--- src/hw/rtl/bsam_pkg.sv ---
`timescale 1ns / 1ps
`default_nettype none

package bsam_pkg;

    // Transaction operations carried in s_tuser
    typedef enum logic [1:0] {
        OP_WRITE = 2'd0,
        OP_READ  = 2'd1,
        OP_CHECK = 2'd2
    } op_t;

    // Match kinds carried in m_tuser
    localparam logic [1:0] KIND_NONE   = 2'd0;
    localparam logic [1:0] KIND_WEEKLY = 2'd1;
    localparam logic [1:0] KIND_EVENT  = 2'd2;

    // Store layout
    localparam int WEEK_SLOT_BYTES = 7;
    localparam int EVENT_BYTES     = 10;
    localparam int DAYS_PER_WEEK   = 7;

    // Byte offsets inside a weekly slot
    localparam logic [3:0] WK_HOUR_OFS   = 4'd1;
    localparam logic [3:0] WK_MINUTE_OFS = 4'd2;
    localparam logic [3:0] WK_ENABLE_OFS = 4'd3;

    // Byte offsets inside an event slot
    localparam logic [3:0] EV_DAY_OFS     = 4'd0;
    localparam logic [3:0] EV_MONTH_OFS   = 4'd1;
    localparam logic [3:0] EV_CENTURY_OFS = 4'd2;
    localparam logic [3:0] EV_YEAR_OFS    = 4'd3;
    localparam logic [3:0] EV_HOUR_OFS    = 4'd4;
    localparam logic [3:0] EV_MINUTE_OFS  = 4'd5;
    localparam logic [3:0] EV_ENABLE_OFS  = 4'd6;

    // Relay enable bytes per slot, then the duration byte
    localparam logic [1:0] NUM_RELAYS = 2'd3;

    // Year split: century = (year * YEAR_RECIP) >> YEAR_SHIFT, exact for 14-bit years
    localparam int YEAR_BASE  = 100;
    localparam int YEAR_RECIP = 5243;
    localparam int YEAR_SHIFT = 19;

    // Store access command from the sequencer to the RAM
    typedef struct packed {
        logic rd;
        logic wr;
    } mem_cmd_t;

    // Map weekday 1 (Sunday) .. 7 (Saturday) to its day block, Monday first
    function automatic logic [2:0] day_index(input logic [2:0] wday);
        logic [2:0] idx;
        unique case (wday)
            3'd1:    idx = 3'd6;
            3'd2:    idx = 3'd0;
            3'd3:    idx = 3'd1;
            3'd4:    idx = 3'd2;
            3'd5:    idx = 3'd3;
            3'd6:    idx = 3'd4;
            3'd7:    idx = 3'd5;
            default: idx = 3'd0;
        endcase
        return idx;
    endfunction

endpackage

`default_nettype wire

--- src/hw/rtl/bsam_scan_ctrl.sv ---
`timescale 1ns / 1ps
`default_nettype none

module bsam_scan_ctrl #(
    parameter int STORE_DEPTH   = 1024,
    parameter int SLOTS_PER_DAY = 4,
    parameter int AW            = 10
) (
    input  wire                  aclk,
    input  wire                  aresetn,
    input  wire                  s_tvalid,
    output logic                 s_tready,
    input  wire  [55:0]          s_tdata,
    input  wire  [1:0]           s_tuser,
    output logic                 m_tvalid,
    input  wire                  m_tready,
    output logic [39:0]          m_tdata,
    output logic [1:0]           m_tuser,
    output bsam_pkg::mem_cmd_t   mem_cmd,
    output logic [AW-1:0]        mem_addr,
    output logic [7:0]           mem_wdata,
    input  wire  [7:0]           mem_rdata
);

    localparam int DAY_BYTES  = bsam_pkg::WEEK_SLOT_BYTES * SLOTS_PER_DAY;
    localparam int COUNT_ADDR = bsam_pkg::DAYS_PER_WEEK * DAY_BYTES;
    localparam int IW         = $clog2(STORE_DEPTH + 512);
    localparam int SW         = (SLOTS_PER_DAY > 1) ? $clog2(SLOTS_PER_DAY) : 1;

    typedef enum logic [4:0] {
        S_IDLE,
        S_WRITE,
        S_READ,
        S_READ_USE,
        S_CHK,
        S_WK_RD,
        S_WK_USE,
        S_FIRE_RD,
        S_FIRE_USE,
        S_DEL_DAY,
        S_DEL_CNT,
        S_CNT_RD,
        S_CNT_USE,
        S_EV_LOOP,
        S_EV_SKIP,
        S_EV_SKIP_USE,
        S_EV_RD,
        S_EV_USE,
        S_OUT
    } state_t;

    state_t         state_reg;

    // Captured transaction fields
    logic [7:0]     wdata_reg;
    logic [2:0]     wday_reg;
    logic [4:0]     hour_reg;
    logic [5:0]     minute_reg;
    logic [4:0]     mday_reg;
    logic [3:0]     month_reg;
    logic [13:0]    year_reg;
    logic [7:0]     century_reg;
    logic [6:0]     year_lo_reg;

    // Scan state
    logic [IW-1:0]  ptr_reg;
    logic [3:0]     fidx_reg;
    logic [SW-1:0]  slot_reg;
    logic [1:0]     relay_reg;
    logic [7:0]     count_reg;
    logic [7:0]     n_reg;
    logic           rd_ok_reg;

    // Result under construction
    logic [1:0]     kind_reg;
    logic [2:0]     mask_reg;
    logic [7:0]     dur_reg;
    logic           werr_reg;
    logic [7:0]     evl_reg;
    logic [7:0]     rdata_reg;

    // Output register
    logic           m_valid_reg;
    logic [39:0]    m_data_reg;
    logic [1:0]     m_user_reg;

    logic [IW-1:0]  addr_int;
    logic           in_range;
    logic [7:0]     byte_in;
    logic [7:0]     ev_expect;
    logic [7:0]     wk_expect;
    logic [26:0]    year_prod;
    logic [14:0]    cent_x100;
    logic [IW-1:0]  day_base;
    logic           ev_past_end;

    // Century of the incoming year by reciprocal multiply
    assign year_prod = {13'd0, s_tdata[54:41]} * 27'(bsam_pkg::YEAR_RECIP);
    assign cent_x100 = {7'd0, century_reg} * 15'(bsam_pkg::YEAR_BASE);
    assign day_base  = IW'(bsam_pkg::day_index(wday_reg)) * IW'(DAY_BYTES);
    assign ev_past_end = (ptr_reg + IW'(bsam_pkg::EVENT_BYTES - 1)) >= IW'(STORE_DEPTH);

    // Store address and command
    always_comb begin
        if (state_reg == S_CNT_RD || state_reg == S_DEL_CNT) begin
            addr_int = IW'(COUNT_ADDR);
        end else begin
            addr_int = ptr_reg + IW'(fidx_reg);
        end
    end

    assign in_range = addr_int < IW'(STORE_DEPTH);
    assign mem_addr = addr_int[AW-1:0];

    always_comb begin
        mem_cmd.rd = 1'b0;
        mem_cmd.wr = 1'b0;
        mem_wdata  = 8'd0;
        unique case (state_reg)
            S_READ, S_WK_RD, S_FIRE_RD, S_CNT_RD, S_EV_SKIP, S_EV_RD: begin
                mem_cmd.rd = in_range;
            end
            S_WRITE: begin
                mem_cmd.wr = in_range;
                mem_wdata  = wdata_reg;
            end
            S_DEL_DAY: begin
                mem_cmd.wr = in_range;
            end
            S_DEL_CNT: begin
                mem_cmd.wr = in_range;
                mem_wdata  = count_reg - 8'd1;
            end
            default: begin
            end
        endcase
    end

    // Bytes beyond the store read as zero
    assign byte_in = rd_ok_reg ? mem_rdata : 8'd0;

    // Expected byte for the field under test
    always_comb begin
        case (fidx_reg)
            bsam_pkg::EV_DAY_OFS:     ev_expect = {3'd0, mday_reg};
            bsam_pkg::EV_MONTH_OFS:   ev_expect = {4'd0, month_reg};
            bsam_pkg::EV_CENTURY_OFS: ev_expect = century_reg;
            bsam_pkg::EV_YEAR_OFS:    ev_expect = {1'b0, year_lo_reg};
            bsam_pkg::EV_HOUR_OFS:    ev_expect = {3'd0, hour_reg};
            default:                  ev_expect = {2'd0, minute_reg};
        endcase
    end

    assign wk_expect = (fidx_reg == bsam_pkg::WK_HOUR_OFS) ? {3'd0, hour_reg}
                                                           : {2'd0, minute_reg};

    assign s_tready = (state_reg == S_IDLE);

    // Sequencer and output register
    always_ff @(posedge aclk) begin
        rd_ok_reg <= in_range;
        if (!aresetn) begin
            state_reg   <= S_IDLE;
            m_valid_reg <= 1'b0;
        end else begin
            // Drop a taken result unless a new one loads in this cycle
            if (m_valid_reg && m_tready && state_reg != S_OUT) begin
                m_valid_reg <= 1'b0;
            end
            unique case (state_reg)
                S_IDLE: begin
                    if (s_tvalid) begin
                        ptr_reg     <= IW'(s_tdata[9:0]);
                        wdata_reg   <= s_tdata[17:10];
                        wday_reg    <= s_tdata[20:18];
                        hour_reg    <= s_tdata[25:21];
                        minute_reg  <= s_tdata[31:26];
                        mday_reg    <= s_tdata[36:32];
                        month_reg   <= s_tdata[40:37];
                        year_reg    <= s_tdata[54:41];
                        century_reg <= year_prod[bsam_pkg::YEAR_SHIFT +: 8];
                        fidx_reg    <= 4'd0;
                        kind_reg    <= bsam_pkg::KIND_NONE;
                        mask_reg    <= 3'd0;
                        dur_reg     <= 8'd0;
                        werr_reg    <= 1'b0;
                        evl_reg     <= 8'd0;
                        rdata_reg   <= 8'd0;
                        case (s_tuser)
                            bsam_pkg::OP_WRITE: state_reg <= S_WRITE;
                            bsam_pkg::OP_READ:  state_reg <= S_READ;
                            bsam_pkg::OP_CHECK: state_reg <= S_CHK;
                            default:            state_reg <= S_IDLE;
                        endcase
                    end
                end
                S_WRITE: begin
                    state_reg <= S_IDLE;
                end
                S_READ: begin
                    state_reg <= S_READ_USE;
                end
                S_READ_USE: begin
                    rdata_reg <= byte_in;
                    state_reg <= S_OUT;
                end
                S_CHK: begin
                    year_lo_reg <= 7'(year_reg - cent_x100[13:0]);
                    if (wday_reg == 3'd0) begin
                        werr_reg  <= 1'b1;
                        state_reg <= S_CNT_RD;
                    end else begin
                        ptr_reg   <= day_base;
                        slot_reg  <= '0;
                        fidx_reg  <= bsam_pkg::WK_HOUR_OFS;
                        state_reg <= S_WK_RD;
                    end
                end
                S_WK_RD: begin
                    state_reg <= S_WK_USE;
                end
                S_WK_USE: begin
                    if (byte_in == wk_expect) begin
                        if (fidx_reg == bsam_pkg::WK_HOUR_OFS) begin
                            fidx_reg  <= bsam_pkg::WK_MINUTE_OFS;
                            state_reg <= S_WK_RD;
                        end else begin
                            kind_reg  <= bsam_pkg::KIND_WEEKLY;
                            fidx_reg  <= bsam_pkg::WK_ENABLE_OFS;
                            relay_reg <= 2'd0;
                            state_reg <= S_FIRE_RD;
                        end
                    end else if (slot_reg == SW'(SLOTS_PER_DAY - 1)) begin
                        state_reg <= S_CNT_RD;
                    end else begin
                        slot_reg  <= slot_reg + SW'(1);
                        ptr_reg   <= ptr_reg + IW'(bsam_pkg::WEEK_SLOT_BYTES);
                        fidx_reg  <= bsam_pkg::WK_HOUR_OFS;
                        state_reg <= S_WK_RD;
                    end
                end
                S_FIRE_RD: begin
                    state_reg <= S_FIRE_USE;
                end
                S_FIRE_USE: begin
                    // Collect relay enables, then the duration byte
                    if (relay_reg != bsam_pkg::NUM_RELAYS) begin
                        mask_reg[relay_reg] <= (byte_in != 8'd0);
                        relay_reg <= relay_reg + 2'd1;
                        fidx_reg  <= fidx_reg + 4'd1;
                        state_reg <= S_FIRE_RD;
                    end else begin
                        dur_reg <= byte_in;
                        if (kind_reg == bsam_pkg::KIND_WEEKLY) begin
                            state_reg <= S_CNT_RD;
                        end else begin
                            fidx_reg  <= bsam_pkg::EV_DAY_OFS;
                            state_reg <= S_DEL_DAY;
                        end
                    end
                end
                S_DEL_DAY: begin
                    state_reg <= S_DEL_CNT;
                end
                S_DEL_CNT: begin
                    evl_reg   <= count_reg - 8'd1;
                    state_reg <= S_OUT;
                end
                S_CNT_RD: begin
                    state_reg <= S_CNT_USE;
                end
                S_CNT_USE: begin
                    if (kind_reg == bsam_pkg::KIND_WEEKLY) begin
                        evl_reg   <= byte_in;
                        state_reg <= S_OUT;
                    end else begin
                        count_reg <= byte_in;
                        n_reg     <= 8'd0;
                        ptr_reg   <= IW'(COUNT_ADDR + 1);
                        fidx_reg  <= bsam_pkg::EV_DAY_OFS;
                        state_reg <= S_EV_LOOP;
                    end
                end
                S_EV_LOOP: begin
                    if (n_reg == count_reg) begin
                        evl_reg   <= count_reg;
                        state_reg <= S_OUT;
                    end else begin
                        state_reg <= S_EV_SKIP;
                    end
                end
                S_EV_SKIP: begin
                    // Stop when the next slot would run past the store
                    if (ev_past_end) begin
                        evl_reg   <= count_reg;
                        state_reg <= S_OUT;
                    end else begin
                        state_reg <= S_EV_SKIP_USE;
                    end
                end
                S_EV_SKIP_USE: begin
                    if (byte_in == 8'd0) begin
                        ptr_reg   <= ptr_reg + IW'(bsam_pkg::EVENT_BYTES);
                        state_reg <= S_EV_SKIP;
                    end else begin
                        state_reg <= S_EV_RD;
                    end
                end
                S_EV_RD: begin
                    state_reg <= S_EV_USE;
                end
                S_EV_USE: begin
                    if (byte_in == ev_expect) begin
                        if (fidx_reg == bsam_pkg::EV_MINUTE_OFS) begin
                            kind_reg  <= bsam_pkg::KIND_EVENT;
                            fidx_reg  <= bsam_pkg::EV_ENABLE_OFS;
                            relay_reg <= 2'd0;
                            state_reg <= S_FIRE_RD;
                        end else begin
                            fidx_reg  <= fidx_reg + 4'd1;
                            state_reg <= S_EV_RD;
                        end
                    end else begin
                        ptr_reg   <= ptr_reg + IW'(bsam_pkg::EVENT_BYTES);
                        n_reg     <= n_reg + 8'd1;
                        fidx_reg  <= bsam_pkg::EV_DAY_OFS;
                        state_reg <= S_EV_LOOP;
                    end
                end
                S_OUT: begin
                    // Load the output register once it is free
                    if (!m_valid_reg || m_tready) begin
                        m_valid_reg <= 1'b1;
                        m_user_reg  <= kind_reg;
                        m_data_reg  <= {5'd0, evl_reg, werr_reg,
                                        (mask_reg != 3'd0) ? minute_reg : 6'd0,
                                        (mask_reg != 3'd0) ? dur_reg : 8'd0,
                                        (mask_reg != 3'd0), mask_reg, rdata_reg};
                        state_reg   <= S_IDLE;
                    end
                end
                default: begin
                    state_reg <= S_IDLE;
                end
            endcase
        end
    end

    assign m_tvalid = m_valid_reg;
    assign m_tdata  = m_data_reg;
    assign m_tuser  = m_user_reg;

endmodule

`default_nettype wire

--- config.mk ---
export PLATFORM = sky130hd
export DESIGN_NAME = bsam_scan_ctrl
export DESIGN_NICKNAME = d
export VERILOG_FILES = /design/src/hw/rtl/bsam_pkg.sv /design/src/hw/rtl/bsam_scan_ctrl.sv
export SDC_FILE = /design/constraint.sdc
export NUM_CORES = 1
export LEC_CHECK = 0
export BUFFER_PORTS_ARGS = -buffer_cell sky130_fd_sc_hd__buf_2
export CORE_MARGIN = 1.5
export CORE_UTILIZATION = 40
export DETAILED_ROUTE_END_ITERATION = 16
export PLACE_DENSITY = 0.62
export SLEW_MARGIN = 20
export SYNTH_ARGS = -nofsm -noshare
export SYNTH_HDL_FRONTEND = slang
export SYNTH_SLANG_ARGS = --single-unit
export TNS_END_PERCENT = 50
--- constraint.sdc ---
create_clock -name aclk -period 13.35 [get_ports aclk]
set_input_delay 0.6675 -clock aclk [delete_from_list [all_inputs] [get_ports aclk]]
set_output_delay 0.6675 -clock aclk [all_outputs]
set_load 0.02 [all_outputs]
Word level (Yosys, flattened, before mapping). Index checks and enable logic that the tools add are counted.

$lt $le $gt $ge: 4. $add $sub $neg: 10. Equality and inequality tests: 57. Muxes and demuxes: 81. Bitwise gates (word level): 1. Multipliers: 3. Shifts and indexed selects: 0. Reduce and logical (&&, ||, !) cells: 42. Div/mod/pow operators: 0.

Operators by type and width (number): $mux W11 (8); $pmux W5 S17 (1); $pmux W8 S5 (2); $pmux W11 S6 (1); $mux W8 (8); $pmux W8 S2 (4); $mux W5 (9); $mux W4 (11); $eq A5 B4 Y1 const B (8); $ne A2 B2 Y1 const B (19); $mux W2 (15); $mul A14 B13 Y27 const B (1); $pmux W4 S6 (1); $add A11 B4 Y11 const B (2); $eq A5 B3 Y1 const B (4); $pmux W3 S6 (1); $eq A8 B8 Y1 (2); $reduce_and A4 Y1 (4); $eq A5 B5 Y1 const B (3); $reduce_and A7 Y1 (2); $eq A3 B3 Y1 const B (4); $pmux W2 S3 (2); $reduce_and A3 Y1 (4); $reduce_bool A6 Y1 (2); other kinds (54) (80).

Bits of input ports: 70. Memories kept: 0. Bits in latches: 0. Bits in writable memories: 0. Register bits: 162. Bits in read-only memories: 0.

Depth between registers and ports, before layout. Gate-level depths: netlist (run 1).

Depth after elaboration: 7. Mapped depth: 18. Depth with buffers taken out: 18.

Worst setup path before layout (run 1). Ideal clock, no wire load.

Kind: input to register. Start: input s_tdata[51]. End: register century_reg[7] (data pin). Data arrival time: 5.158 ns. Data required time: 13.214 ns. Stages: 18. Slack: 8.056 ns. Library setup time: 0.136 ns. Buffers on the path: 0. Cell sequence: fa_1 > ha_1 > inv_1 > fa_1 > inv_1 > fa_1 > inv_1 > fa_1 > inv_1 > ha_1 > a21oi_1 > o21ai_0 > a221oi_1 > nor2b_1 > a41o_1 > o41a_1 > or4_1 > nand3_1.

Word-level cells in the longest chain between the ends: 1.

Ends and longest elaborated chain: from (decl) (RTL line bsam_scan_ctrl.sv:13) `input wire [55:0] s_tdata,`; $mul A14 B13 Y27 (RTL line bsam_scan_ctrl.sv:98) `assign year_prod = {13'd0, s_tdata[54:41]} * 27'(bsam_pkg::YEAR_RECIP);`; net year_prod[26] (RTL line bsam_scan_ctrl.sv:92) `logic [26:0] year_prod;`; to (signal assigned) (RTL line bsam_scan_ctrl.sv:181) `century_reg <= year_prod[bsam_pkg::YEAR_SHIFT +: 8];`; to (decl) (RTL line bsam_scan_ctrl.sv:62) `logic [7:0] century_reg;`.

The timed path passes the listed nets, and every way through them passes these cells. A chain may end at the register's enable or synchronous reset.

Final worst setup path (run 1).
Start: input s_tdata[52]. End: register century_reg[7] (data pin).

The elaborated chain is that of the path after synthesis.

==> load_flow_metrics.sql, run 1 <==
INSERT INTO impl_metrics (metric_group, metric, value, unit) VALUES
('cells_and_area', 'nets_final', '1546', ''),
('worst_setup_path', 'slowest_delay', '0.53', 'ns'),
('clock_network', 'clock_path_buffers', '2', ''),
('clock_network', 'cts_tree', 'done', ''),
('synthesis', 'synthesis.yosys.warnings', '0', ''),
('cells_and_area', 'mostFrequentLayoutCell', 'inv_1', ''),
('floorplan', 'initial_core_util', '41.0', '%'),
('cells_and_area', 'drive_gt1_share', '14.7', '%'),
('routing', 'route.vias.total', '8863', ''),
('placement', 'port_buffers', '127', ''),
('cells_and_area', 'insertedDiodeCount', '0', ''),
('cells_and_area', 'filler_cell_count', '2799', ''),
('synthesis', 'synthFlopType', 'edfxtp_1', ''),
('synthesis', 'postSynthCellCount', '1164', ''),
('clock_network', 'cts_htree_levels', '4', ''),
('worst_setup_path', 'setup.worst_path.end_class', 'flop', ''),
('power_and_ir_drop', 'post-layout-total-power', '1930', 'µW'),
('timing', 'finalSetupViolations', '0', ''),
('routing', 'average_wire_per_cell_in_the_routed_design', '17.3', 'µm'),
('global_routing', 'track_usage', '19.2', '%'),
('cells_and_area', 'synthesis_to_layout_area_growth', '12.7', '%'),
('timing', 'tns', '0', 'ns'),
('routing', 'drc', '0', ''),
('floorplan', 'floorplan_row_count', '63', ''),
('routing', 'first_iter_violations', '719', ''),
('timing', 'timing.fmax', '0.184', 'GHz'),
('clock_network', 'cts_resized', '0', ''),
('outcome', 'status', 'complete, no violations', ''),
('synthesis', 'synth_enable_flop_cells', '155', ''),
('synthesis', 'sequential_element_share_of_the_synthesized_area', '39.1', '%'),
('cells_and_area', 'flip_flop_count_of_the_largest_register_after_layout', '35', ''),
('synthesis', 'synth_top_cells_by_area', 'edfxtp_1, ha_1, fa_1', ''),
('placement', 'dp.cells', '1652', ''),
('worst_setup_path', 'worstSetupEndpoint', 'century_reg[7]$_DFFE_PP_', ''),
('floorplan', 'fp.dieH', '178', 'µm'),
('worst_setup_path', 'timing.critical_path.fanout_max', '7', ''),
('worst_setup_path', 'path_cells', 'buf_2 > fa_1 > ha_1 > inv_1 > fa_1 > inv_1 > fa_1 > inv_1 > fa_1 > inv_1 > ha_1 > a21oi_1 > o21ai_0 > a221oi_1 > nor2b_1 > a41o_1 > o41a_1 > or4_1 > nand3_1', ''),
('clock_network', 'cts_hold_buffers', '0', ''),
('placement', 'postPlaceCellArea', '13200', 'µm²'),
('worst_setup_path', 'r2r-end', 'ptr_reg[9]$_DFFE_PP_', ''),
('global_routing', 'grt_start_max_net_pins', '47', ''),
('cells_and_area', 'fin_cells', '1685', ''),
('synthesis', 'asr_flop_ratio_synth', '0', '%'),
('worst_setup_path', 'cp.buffers_inverters', '5', ''),
('timing', 'min_period', '5.44', 'ns'),
('synthesis', 'ys_seq_elements', '162', ''),
('timing', 'slew_headroom', '33.4', '%'),
('cells_and_area', 'mostFrequentLayoutCells', 'inv_1, edfxtp_1, buf_2, ha_1, nor2_1', ''),
('routing', 'drt_first_pass_iters', '7', ''),
('clock_network', 'clock-root-buffer', 'clkbuf_16', ''),
('routing', 'post_drt_via_cell_ratio', '5.26', ''),
('synthesis', 'yosys.area.top_type', 'edfxtp_1', ''),
('clock_network', 'postCtsSetupBuffers', '0', ''),
('clock_network', 'numClockSinks', '162', ''),
('floorplan', 'die_area', '31700', 'µm²'),
('placement', 'globalplace.congestion', '0.892', ''),
('global_routing', 'grt_antenna_before_repair', '0', ''),
('worst_setup_path', 'worst_r2r_startpoint', 'fidx_reg[1]$_DFFE_PP_', ''),
('timing', 'rsz0062_at_grt', 'false', ''),
('power_and_ir_drop', 'power.density_cell_area', '140', 'nW/µm²'),
('cells_and_area', 'post-route-cell-area', '13800', 'µm²'),
('worst_setup_path', 'critical_path_arrival', '5.73', 'ns'),
('min_path', 'worstHoldPathType', 'input pin to flop', ''),
('timing', 'hold_viol_final', '0', ''),
('worst_setup_path', 'r2r_cell_count', '10', ''),
('synthesis', 'syn-mean-instance-area', '10.5', 'µm²'),
('placement', 'post-dp-hpwl', '22700', 'µm'),
('worst_setup_path', 'critical_path_required', '13.64', 'ns'),
('power_and_ir_drop', 'leakage', '0.00600', 'µW'),
('timing', 'worst-slew-pin-transition', '0.995', 'ns'),
('routing', 'postRouteWirelength', '29200', 'µm');
metal layers:
metal  global-route usage, %  part of all wire (%)  vias up
met5                       0                     0        -
met3                    2.24                   4.7       41
li1                        -                     -     4317
met1                    25.6                    46     4246
met4                    6.83                   2.5        0
met2                    32.2                    47      259
cell usage after synthesis, types with 12 or more instances:
master      n
fa_1       68
o21ai_0    51
nor2_1     95
nand2b_1   12
nand2_1    55
edfxtp_1  155
nor4_1     13
xnor2_1    29
ha_1      126
inv_1     171
xor2_1     28
nor3_1     24
nor2b_1    26
a22oi_1    23
a21oi_1    42
nand3_1    33
clkbuf_1   22
power breakdown:
group	internal (µW)	switching, µW	total, µW
combinational	338	466	804
clock	259	213	472
sequential	619	37.1	656
total	1220	716	1930
cell type report:
type,instances,area share (%)
tap,390,3.53
timing repair buffer,136,5.18
clock inverter,14,0.952
clock buffer,18,3.11
inverter,171,4.65
multi-input combinational,794,47.8
sequential,162,34.7
through the flow:
stage | hold slack (ns) | worst slack [ns]
floorplan | 0.400 | 8.06
global placement | 0.401 | 7.59
detailed placement | 0.405 | 7.52
CTS | 0.394 | 7.95
global route | 0.401 | 7.65
finish | 0.408 | 7.91
kinds of logic after synthesis:
logic type               count (synthesis)  share of synthesized area, %
other                                    1                        0.0306
AO/OA/AOI/OAI                          212                          11.6
flip-flops                             162                          39.1
adder cells (fa/ha/maj)                194                          24.0
XOR/XNOR                                57                          4.07
buffers and inverters                  212                          7.24
AND/OR/NAND/NOR                        315                          13.0
multiplexers                            11                         0.939
how the worst min path moves through the flow:
stage / start / endpoint / slack (ns) / cells after the start
final: s_tdata[18] / wday_reg[0]$_DFFE_PP_ / 0.41 / 1
after global routing: s_tdata[18] / wday_reg[0]$_DFFE_PP_ / 0.40 / 1
after global placement: evl_reg[6]$_DFFE_PP_ / m_tdata[33]$_DFFE_PP_ / 0.40 / 0
after floorplan: rdata_reg[0]$_SDFFCE_PP0P_ / m_tdata[0]$_DFFE_PP_ / 0.40 / 0
after CTS: s_tdata[18] / wday_reg[0]$_DFFE_PP_ / 0.39 / 1
after detailed placement: evl_reg[2]$_DFFE_PP_ / m_tdata[29]$_DFFE_PP_ / 0.40 / 0
(Power assumes the default switching activity.)
==> run 2, diff against run 1 <==
--- a/config.mk
+++ b/config.mk
@@ -5,11 +5,12 @@
 export SDC_FILE = /design/constraint.sdc
 export NUM_CORES = 1
 export LEC_CHECK = 0
+export ABC_AREA = 1
 export BUFFER_PORTS_ARGS = -buffer_cell sky130_fd_sc_hd__buf_2
 export CORE_MARGIN = 1.5
 export CORE_UTILIZATION = 40
 export DETAILED_ROUTE_END_ITERATION = 16
-export PLACE_DENSITY = 0.62
+export PLACE_DENSITY = 0.64
 export SLEW_MARGIN = 20
 export SYNTH_ARGS = -nofsm -noshare
 export SYNTH_HDL_FRONTEND = slang
==> constraint.sdc (replaced) <==
create_clock -name aclk -period 4.8 [get_ports aclk]
set_input_delay 0.24 -clock aclk [delete_from_list [all_inputs] [get_ports aclk]]
set_output_delay 0.24 -clock aclk [all_outputs]
set_load 0.02 [all_outputs]
==> run 2 against run 1 <==
Net effect:
- combinational power rose to 3.2 times the previous value
- clock skew fell by 0.0030 ns
- wire length increased by 2.8%
- worst setup slack lost 7.3 ns
- utilization increased by 0.53 points
- register-to-register slack got worse by 8.0 ns
- area after synthesis grew 0.45%
- global-route usage rose by 0.11 points
- flip-flop and latch count did not move
- final cell count is 14% higher
- total power grew to 3.0 times the previous value
==> load_flow_metrics.sql, run 2 <==
INSERT INTO impl_metrics (metric_group, metric, value, unit) VALUES
('worst_setup_path', 'crit_path_top_delay_cell', 'fa_1', ''),
('synthesis', 'post_synth_fa_ha_maj_area_fraction', '23.9', '%'),
('power_and_ir_drop', 'leakage', '0.00675', 'µW'),
('worst_setup_path', 'slowest_delay', '0.53', 'ns'),
('timing', 'final.hold.worst_slack', '0.0251', 'ns'),
('synthesis', 'synthFlopType', 'edfxtp_1', ''),
('clock_network', 'clock_path_buffers', '2', ''),
('min_path', 'worstHoldPathType', 'input pin to flop', ''),
('routing', 'detail-route-antenna-nets', '0', ''),
('global_routing', 'total_congestion_overflow_after_global_routing', '0', ''),
('power_and_ir_drop', 'p_int', '3450', 'µW'),
('synthesis', 'synth_simple_gate_area_share', '17.8', '%'),
('synthesis', 'yosys.area_share.xor_xnor', '1.92', '%'),
('synthesis', 'synthesis.yosys.warnings', '0', ''),
('placement', 'globalplace.congestion', '0.918', ''),
('clock_network', 'cts_htree_levels', '4', ''),
('timing', 'hold_viol_final', '0', ''),
('routing', 'post_drt_via_cell_ratio', '4.97', ''),
('global_routing', 'track_usage', '19.3', '%'),
('timing', 'tns', '0', 'ns'),
('global_routing', 'grt_antenna_before_repair', '1', ''),
('floorplan', 'die_width', '178', 'µm'),
('outcome', 'status', 'complete, no violations', ''),
('timing', 'timing.fmax', '0.241', 'GHz'),
('synthesis', 'mappedNetlistArea', '12300', 'µm²'),
('cells_and_area', 'nets_final', '1772', ''),
('synthesis', 'sequential_element_share_of_the_synthesized_area', '39.0', '%'),
('synthesis', 'synth_compound_gate_area_share', '7.70', '%'),
('synthesis', 'netlist_top_cells_count', 'inv_1, nand2_1, edfxtp_1', ''),
('worst_setup_path', 'critical_path.startpoint_type', 'input pin', ''),
('routing', 'drc', '0', ''),
('synthesis', 'synth_top_cells_by_area', 'edfxtp_1, ha_1, fa_1', ''),
('clock_network', 'tritoncts.num_buffers', '17', ''),
('clock_network', 'numClockSinks', '162', ''),
('routing', 'route.vias.total', '9539', ''),
('synthesis', 'yosys.area.top_type', 'edfxtp_1', ''),
('timing', 'finalSetupViolations', '0', ''),
('synthesis', 'synth_top_area_share', '37.8', '%'),
('cells_and_area', 'flip_flop_count_of_the_largest_register_after_layout', '35', ''),
('synthesis', 'ys_seq_elements', '162', ''),
('floorplan', 'initial_core_util', '40.5', '%'),
('min_path', 'worstHoldPathCells', '1', ''),
('worst_setup_path', 'timing.critical_path.fanout_max', '7', ''),
('worst_setup_path', 'critical_path_arrival', '4.34', 'ns'),
('floorplan', 'fp.dieH', '178', 'µm'),
('placement', 'post-dp-hpwl', '24000', 'µm'),
('synthesis', 'synth.area.mux_share', '0', '%'),
('timing', 'rsz0062_at_grt', 'false', ''),
('synthesis', 'asr_flop_ratio_synth', '0', '%'),
('power_and_ir_drop', 'power_switching', '2300', 'µW'),
('routing', 'drt_first_pass_iters', '7', ''),
('clock_network', 'clk-insertion-delay-late', '0.44', 'ns'),
('routing', 'first_iter_violations', '669', ''),
('synthesis', 'most_instantiated_library_cell_after_synthesis', 'inv_1', ''),
('floorplan', 'design.core.area', '30400', 'µm²'),
('worst_setup_path', 'critical_path_required', '4.99', 'ns'),
('synthesis', 'syn-mean-instance-area', '9.12', 'µm²'),
('clock_network', 'cts_resized', '0', ''),
('synthesis', 'dominant_combinational_cell_family_by_area_after_synthesis', 'adder cells', ''),
('routing', 'postRouteWirelength', '30000', 'µm'),
('power_and_ir_drop', 'share_seq_of_total_power', '31.5', '%'),
('clock_network', 'cts_tree', 'done', ''),
('placement', 'port_buffers', '127', ''),
('power_and_ir_drop', 'clkPwrFrac', '23.9', '%'),
('power_and_ir_drop', 'vdd_ir_drop_max', '259', 'µV'),
('global_routing', 'grt_start_max_net_pins', '38', ''),
('clock_network', 'worst_setup_hold_path_clk_slew', '0.07', 'ns'),
('cells_and_area', 'synthesis_to_layout_area_growth', '15.5', '%'),
('global_routing', 'via_count_of_the_first_global_routing_pass', '9315', ''),
('worst_setup_path', 'path_cells', 'buf_2 > fa_1 > ha_1 > inv_1 > fa_1 > inv_1 > fa_1 > inv_1 > fa_1 > inv_1 > ha_1 > nand2_1 > nor4_1 > nand4_1 > nand3_1 > a31oi_1 > xor2_1', ''),
('worst_setup_path', 'setup.worst_path.end_class', 'flop', ''),
('worst_setup_path', 'crit_type', 'input pin to flop', ''),
('power_and_ir_drop', 'combinationalPowerShare', '44.6', '%'),
('cells_and_area', 'drive_gt1_share', '13.1', '%'),
('run', 'max_cap_viols', '0', ''),
('timing', 'worst-slew-pin-transition', '0.999', 'ns'),
('timing', 'slew_headroom', '33.0', '%'),
('routing', 'average_wire_per_cell_in_the_routed_design', '15.6', 'µm'),
('synthesis', 'ys_types', '50', ''),
('power_and_ir_drop', 'switching_share', '40.0', '%'),
('clock_network', 'clock-root-buffer', 'clkbuf_16', ''),
('worst_setup_path', 'r2r_cell_count', '10', ''),
('global_routing', 'grt_pass1_wl', '47200', 'µm'),
('timing', 'min_period', '4.15', 'ns'),
('timing', 'finalCritPeriodShare', '86.5', '%'),
('power_and_ir_drop', 'power.density_cell_area', '404', 'nW/µm²'),
('floorplan', 'number_of_i_o_pins', '134', ''),
('floorplan', 'floorplan_row_count', '64', ''),
('timing', 'clock-skew-final', '0.0141', 'ns'),
('floorplan', 'die_area', '31800', 'µm²'),
('cells_and_area', 'mostFrequentLayoutCells', 'inv_1, nand2_1, edfxtp_1, nor2_1, buf_2', ''),
('synthesis', 'postSynthCellCount', '1349', ''),
('timing', 'timing.final.max_slew_violations', '0', ''),
('cells_and_area', 'mostFrequentLayoutCell', 'inv_1', ''),
('synthesis', 'synth_enable_flop_cells', '155', '');
## run 2: cell types whose count changed after synthesis, sizes merged, moves of 9 or more
cell    change
nor2       +58
nor2b      -26
and3       -12
inv       +112
nand4      +18
nand2b     -12
nand2     +159
nand3      +27
clkbuf     -18
xor2        -9
a21oi      +12
a22oi      -22
o211ai      +9
xnor2      -21
## run 2: layout make-up
class / instances / area, µm²
fillers: 2940 / 16200
multi-input cells: 887 / 6350
flip-flops and latches: 162 / 4790
inverters: 283 / 1060
repair buffers: 157 / 923
well taps: 396 / 495
clock buffers: 19 / 453
clock inverters: 13 / 139
diodes: 1 / 2.50
## run 2: kinds of logic after synthesis
group                    count (synthesis)
flip-flops                             162
other                                    1
adder cells (fa/ha/maj)                194
XOR/XNOR                                27
AND/OR/NAND/NOR                        501
buffers and inverters                  304
AO/OA/AOI/OAI                          160
## run 2: final timing paths
check                                           start                        to  slack [ns]
worst min-delay path                      s_tdata[26]   minute_reg[0]$_DFFE_PP_        0.03
worst max register to register  fidx_reg[2]$_DFFE_PP_      ptr_reg[6]$_DFFE_PP_        1.43
worst max-delay path                      s_tdata[52]  century_reg[5]$_DFFE_PP_        0.65
worst min register to register   evl_reg[0]$_DFFE_PP_     m_tdata[27]$_DFFE_PP_        0.42
## run 2: what timing repair did
| item | in CTS | in global routing |
|---|---|---|
| buffers inserted | 0 | 0 |
| hold endpoints to repair | 25 | 0 |
| hold buffers | 25 | 0 |
## run 2: power groups by stage
stage	logic [µW]	registers, µW	clock network [µW]
after detailed placement	2540	1840	0
after global routing	2970	1830	1450
after floorplan	1930	1810	0
after global placement	2500	1840	0
final	2560	1810	1370
after CTS	2580	1810	1400
## run 2: worst max-delay path, delay by kind of cell
family / cells / cell delay [ns]
adders and majority gates: 6 / 2.59
xor gates and xnor gates: 1 / 0.16
AOI/OAI and AO/OA: 1 / 0.14
and+or+nand+nor: 4 / 0.79
buffers and inverters: 5 / 0.42
## run 2: per-layer routing
metal  vias to the layer above  global-route usage (%)  part of all wire (%)
met4                         0                    6.67                   2.5
met2                       264                    34.0                    49
li1                       4751                       -                     -
met1                      4480                    24.1                    44
met3                        44                    2.75                   4.1
met5                         -                       0                     0
## run 2: metrics by stage
| step | setup slack [ns] | power, µW | cell area [µm²] | util (%) | std cells |
|---|---|---|---|---|---|
| after detailed placement | 0.196 | 4380 | 13400 | 44.0 | 1860 |
| after CTS | 0.668 | 5790 | 14200 | 46.7 | 1917 |
| after global placement | 0.230 | 4340 | 13400 | 44.0 | 1860 |
| after floorplan | 0.726 | 3750 | 12300 | - | 1353 |
| after global routing | 0.408 | 6240 | 14200 | 46.7 | 1917 |
| final | 0.650 | 5750 | 14200 | 46.7 | 1918 |
==> run 3, diff against run 2 <==
--- a/config.mk
+++ b/config.mk
@@ -9,6 +9,7 @@
 export BUFFER_PORTS_ARGS = -buffer_cell sky130_fd_sc_hd__buf_2
 export CORE_MARGIN = 1.5
 export CORE_UTILIZATION = 40
+export CTS_BUF_LIST = sky130_fd_sc_hd__clkbuf_16
 export DETAILED_ROUTE_END_ITERATION = 16
 export PLACE_DENSITY = 0.64
 export SLEW_MARGIN = 20
==> run 3 against run 2 <==
Net effect:
- die area stayed put
- worst setup slack worse by 0.0043 ns
- count of clock-buffer cells in the layout shrank 2
- largest cell class unchanged
==> load_flow_metrics.sql, run 3 (synthesized netlist as in run 2, its figures left out) <==
INSERT INTO impl_metrics (metric_group, metric, value, unit) VALUES
('routing', 'drc', '0', ''),
('cells_and_area', 'synthesis_to_layout_area_growth', '15.4', '%'),
('floorplan', 'die_area', '31800', 'µm²'),
('routing', 'drt_first_pass_iters', '6', ''),
('clock_network', 'worst_setup_hold_path_clk_slew', '0.07', 'ns'),
('worst_setup_path', 'critical_path_required', '4.98', 'ns'),
('worst_setup_path', 'cp.buffers_inverters', '5', ''),
('timing', 'hold_viol_final', '0', ''),
('cells_and_area', 'flip_flop_count_of_the_largest_register_after_layout', '35', ''),
('clock_network', 'postCtsSetupBuffers', '0', ''),
('timing', 'min_period', '4.15', 'ns'),
('clock_network', 'tritoncts.num_buffers', '17', ''),
('worst_setup_path', 'timing.critical_path.fanout_max', '7', ''),
('cells_and_area', 'filler_cell_count', '2942', ''),
('worst_setup_path', 'slowest_delay', '0.53', 'ns'),
('global_routing', 'top_usage_layer', 'met2', ''),
('worst_setup_path', 'setup.worst_path.end_class', 'flop', ''),
('global_routing', 'grt_antenna_before_repair', '1', ''),
('global_routing', 'met1_usage', '24.1', '%'),
('worst_setup_path', 'critical_path_arrival', '4.34', 'ns'),
('floorplan', 'die_width', '178', 'µm'),
('placement', 'globalplace.congestion', '0.918', ''),
('clock_network', 'cts_resized', '0', ''),
('power_and_ir_drop', 'vdd_ir_drop_max', '259', 'µV'),
('run', 'max_cap_viols', '0', ''),
('worst_setup_path', 'critical_path.startpoint_type', 'input pin', ''),
('cells_and_area', 'mostFrequentLayoutCell', 'inv_1', ''),
('cells_and_area', 'drive_gt1_share', '13.0', '%'),
('global_routing', 'grt_pass1_wl', '47100', 'µm'),
('clock_network', 'clk-insertion-delay-late', '0.44', 'ns'),
('clock_network', 'cts_tree', 'done', ''),
('worst_setup_path', 'path_cells', 'buf_2 > fa_1 > ha_1 > inv_1 > fa_1 > inv_1 > fa_1 > inv_1 > fa_1 > inv_1 > ha_1 > nand2_1 > nor4_1 > nand4_1 > nand3_1 > a31oi_1 > xor2_1', ''),
('cells_and_area', 'nets_final', '1772', ''),
('clock_network', 'numClockSinks', '162', ''),
('routing', 'postRouteWirelength', '30000', 'µm'),
('floorplan', 'initial_core_util', '40.5', '%'),
('floorplan', 'design.core.area', '30400', 'µm²'),
('placement', 'dp_slack', '0.196', 'ns'),
('timing', 'finalCritPeriodShare', '86.6', '%'),
('timing', 'timing.final.max_slew_violations', '0', ''),
('clock_network', 'clock-root-buffer', 'clkbuf_16', ''),
('worst_setup_path', 'crit_type', 'input pin to flop', ''),
('floorplan', 'number_of_i_o_pins', '134', ''),
('global_routing', 'grt_start_max_net_pins', '38', ''),
('timing', 'timing.final.ws_setup', '0.645', 'ns'),
('clock_network', 'cts_htree_levels', '4', ''),
('outcome', 'status', 'complete, no violations', ''),
('routing', 'average_wire_per_cell_in_the_routed_design', '15.6', 'µm'),
('routing', 'route.vias.total', '9495', ''),
('placement', 'port_buffers', '127', ''),
('global_routing', 'via_count_of_the_first_global_routing_pass', '9313', ''),
('timing', 'slew_headroom', '32.6', '%'),
('routing', 'first_iter_violations', '650', ''),
('power_and_ir_drop', 'power.density_cell_area', '403', 'nW/µm²'),
('worst_setup_path', 'cp_top_family', 'adder cells', ''),
('min_path', 'worstHoldPathType', 'input pin to flop', ''),
('placement', 'post-dp-hpwl', '24000', 'µm'),
('floorplan', 'fp.dieH', '178', 'µm'),
('cells_and_area', 'postLayoutCoreUtil', '46.7', '%'),
('routing', 'detail-route-antenna-nets', '0', ''),
('timing', 'rsz0062_at_grt', 'false', ''),
('worst_setup_path', 'crit_path_top_delay_cell', 'fa_1', ''),
('global_routing', 'met3_grt_util', '2.75', '%'),
('timing', 'tns', '0', 'ns'),
('routing', 'post_drt_via_cell_ratio', '4.95', ''),
('clock_network', 'clock_path_buffers', '2', ''),
('timing', 'finalSetupViolations', '0', ''),
('timing', 'final.hold.worst_slack', '0.0265', 'ns'),
('cells_and_area', 'mostFrequentLayoutCells', 'inv_1, nand2_1, edfxtp_1, nor2_1, buf_2', ''),
('timing', 'clock-skew-final', '0.0119', 'ns'),
('global_routing', 'track_usage', '19.3', '%'),
('global_routing', 'total_congestion_overflow_after_global_routing', '0', ''),
('timing', 'worst-slew-pin-transition', '1.01', 'ns'),
('global_routing', 'groute.layer.met2.usage', '34.0', '%'),
('timing', 'timing.fmax', '0.241', 'GHz'),
('floorplan', 'floorplan_row_count', '64', ''),
('power_and_ir_drop', 'leakage', '0.00674', 'µW');
==> run 3: where the power goes <==
part	internal (µW)	leakage [µW]	total, µW	switching (µW)
registers	1730	0.00152	1810	80.9
logic	958	0.00494	2560	1610
clock network	729	0.000277	1340	611
==> run 3: path summary, 6_finish.rpt <==
kind | from | end | slack (ns) | cells after the start
worst min register to register | year_reg[0]$_DFFE_PP_ | year_lo_reg[0]$_DFFE_PP_ | 0.42 | 0
worst max-delay path | s_tdata[52] | century_reg[5]$_DFFE_PP_ | 0.65 | 17
worst min-delay path | s_tdata[26] | minute_reg[0]$_DFFE_PP_ | 0.03 | 1
worst max register to register | fidx_reg[2]$_DFFE_PP_ | ptr_reg[6]$_DFFE_PP_ | 1.42 | 10
==> run 3: layer usage <==
layer / part of all wire (%) / up-vias
met5: 0 / -
met4: 2.4 / 0
met3: 4.4 / 40
met2: 49 / 241
met1: 44 / 4464
li1: - / 4750
==> run 3: final cells by class <==
class	instances	area [µm²]	area share [%]
diodes	1	2.50	0.0176
clock buffers	17	425	3.00
clock inverters	15	146	1.03
inverters	283	1060	7.48
multi-input cells	887	6350	44.7
flip-flops and latches	162	4790	33.8
well taps	396	495	3.49
repair buffers	157	923	6.50
==> run 3: repair_timing <==
action	in CTS	in global routing
setup endpoints to repair	0	0
hold endpoints to repair	25	0
hold buffers	25	0
==> run 3: stage by stage <==
step	instance area (µm²)	instances	total power, µW
floorplan	12300	1353	3750
global placement	13400	1860	4340
detailed placement	13400	1860	4380
CTS	14200	1917	5760
global route	14200	1917	6210
finish	14200	1918	5720
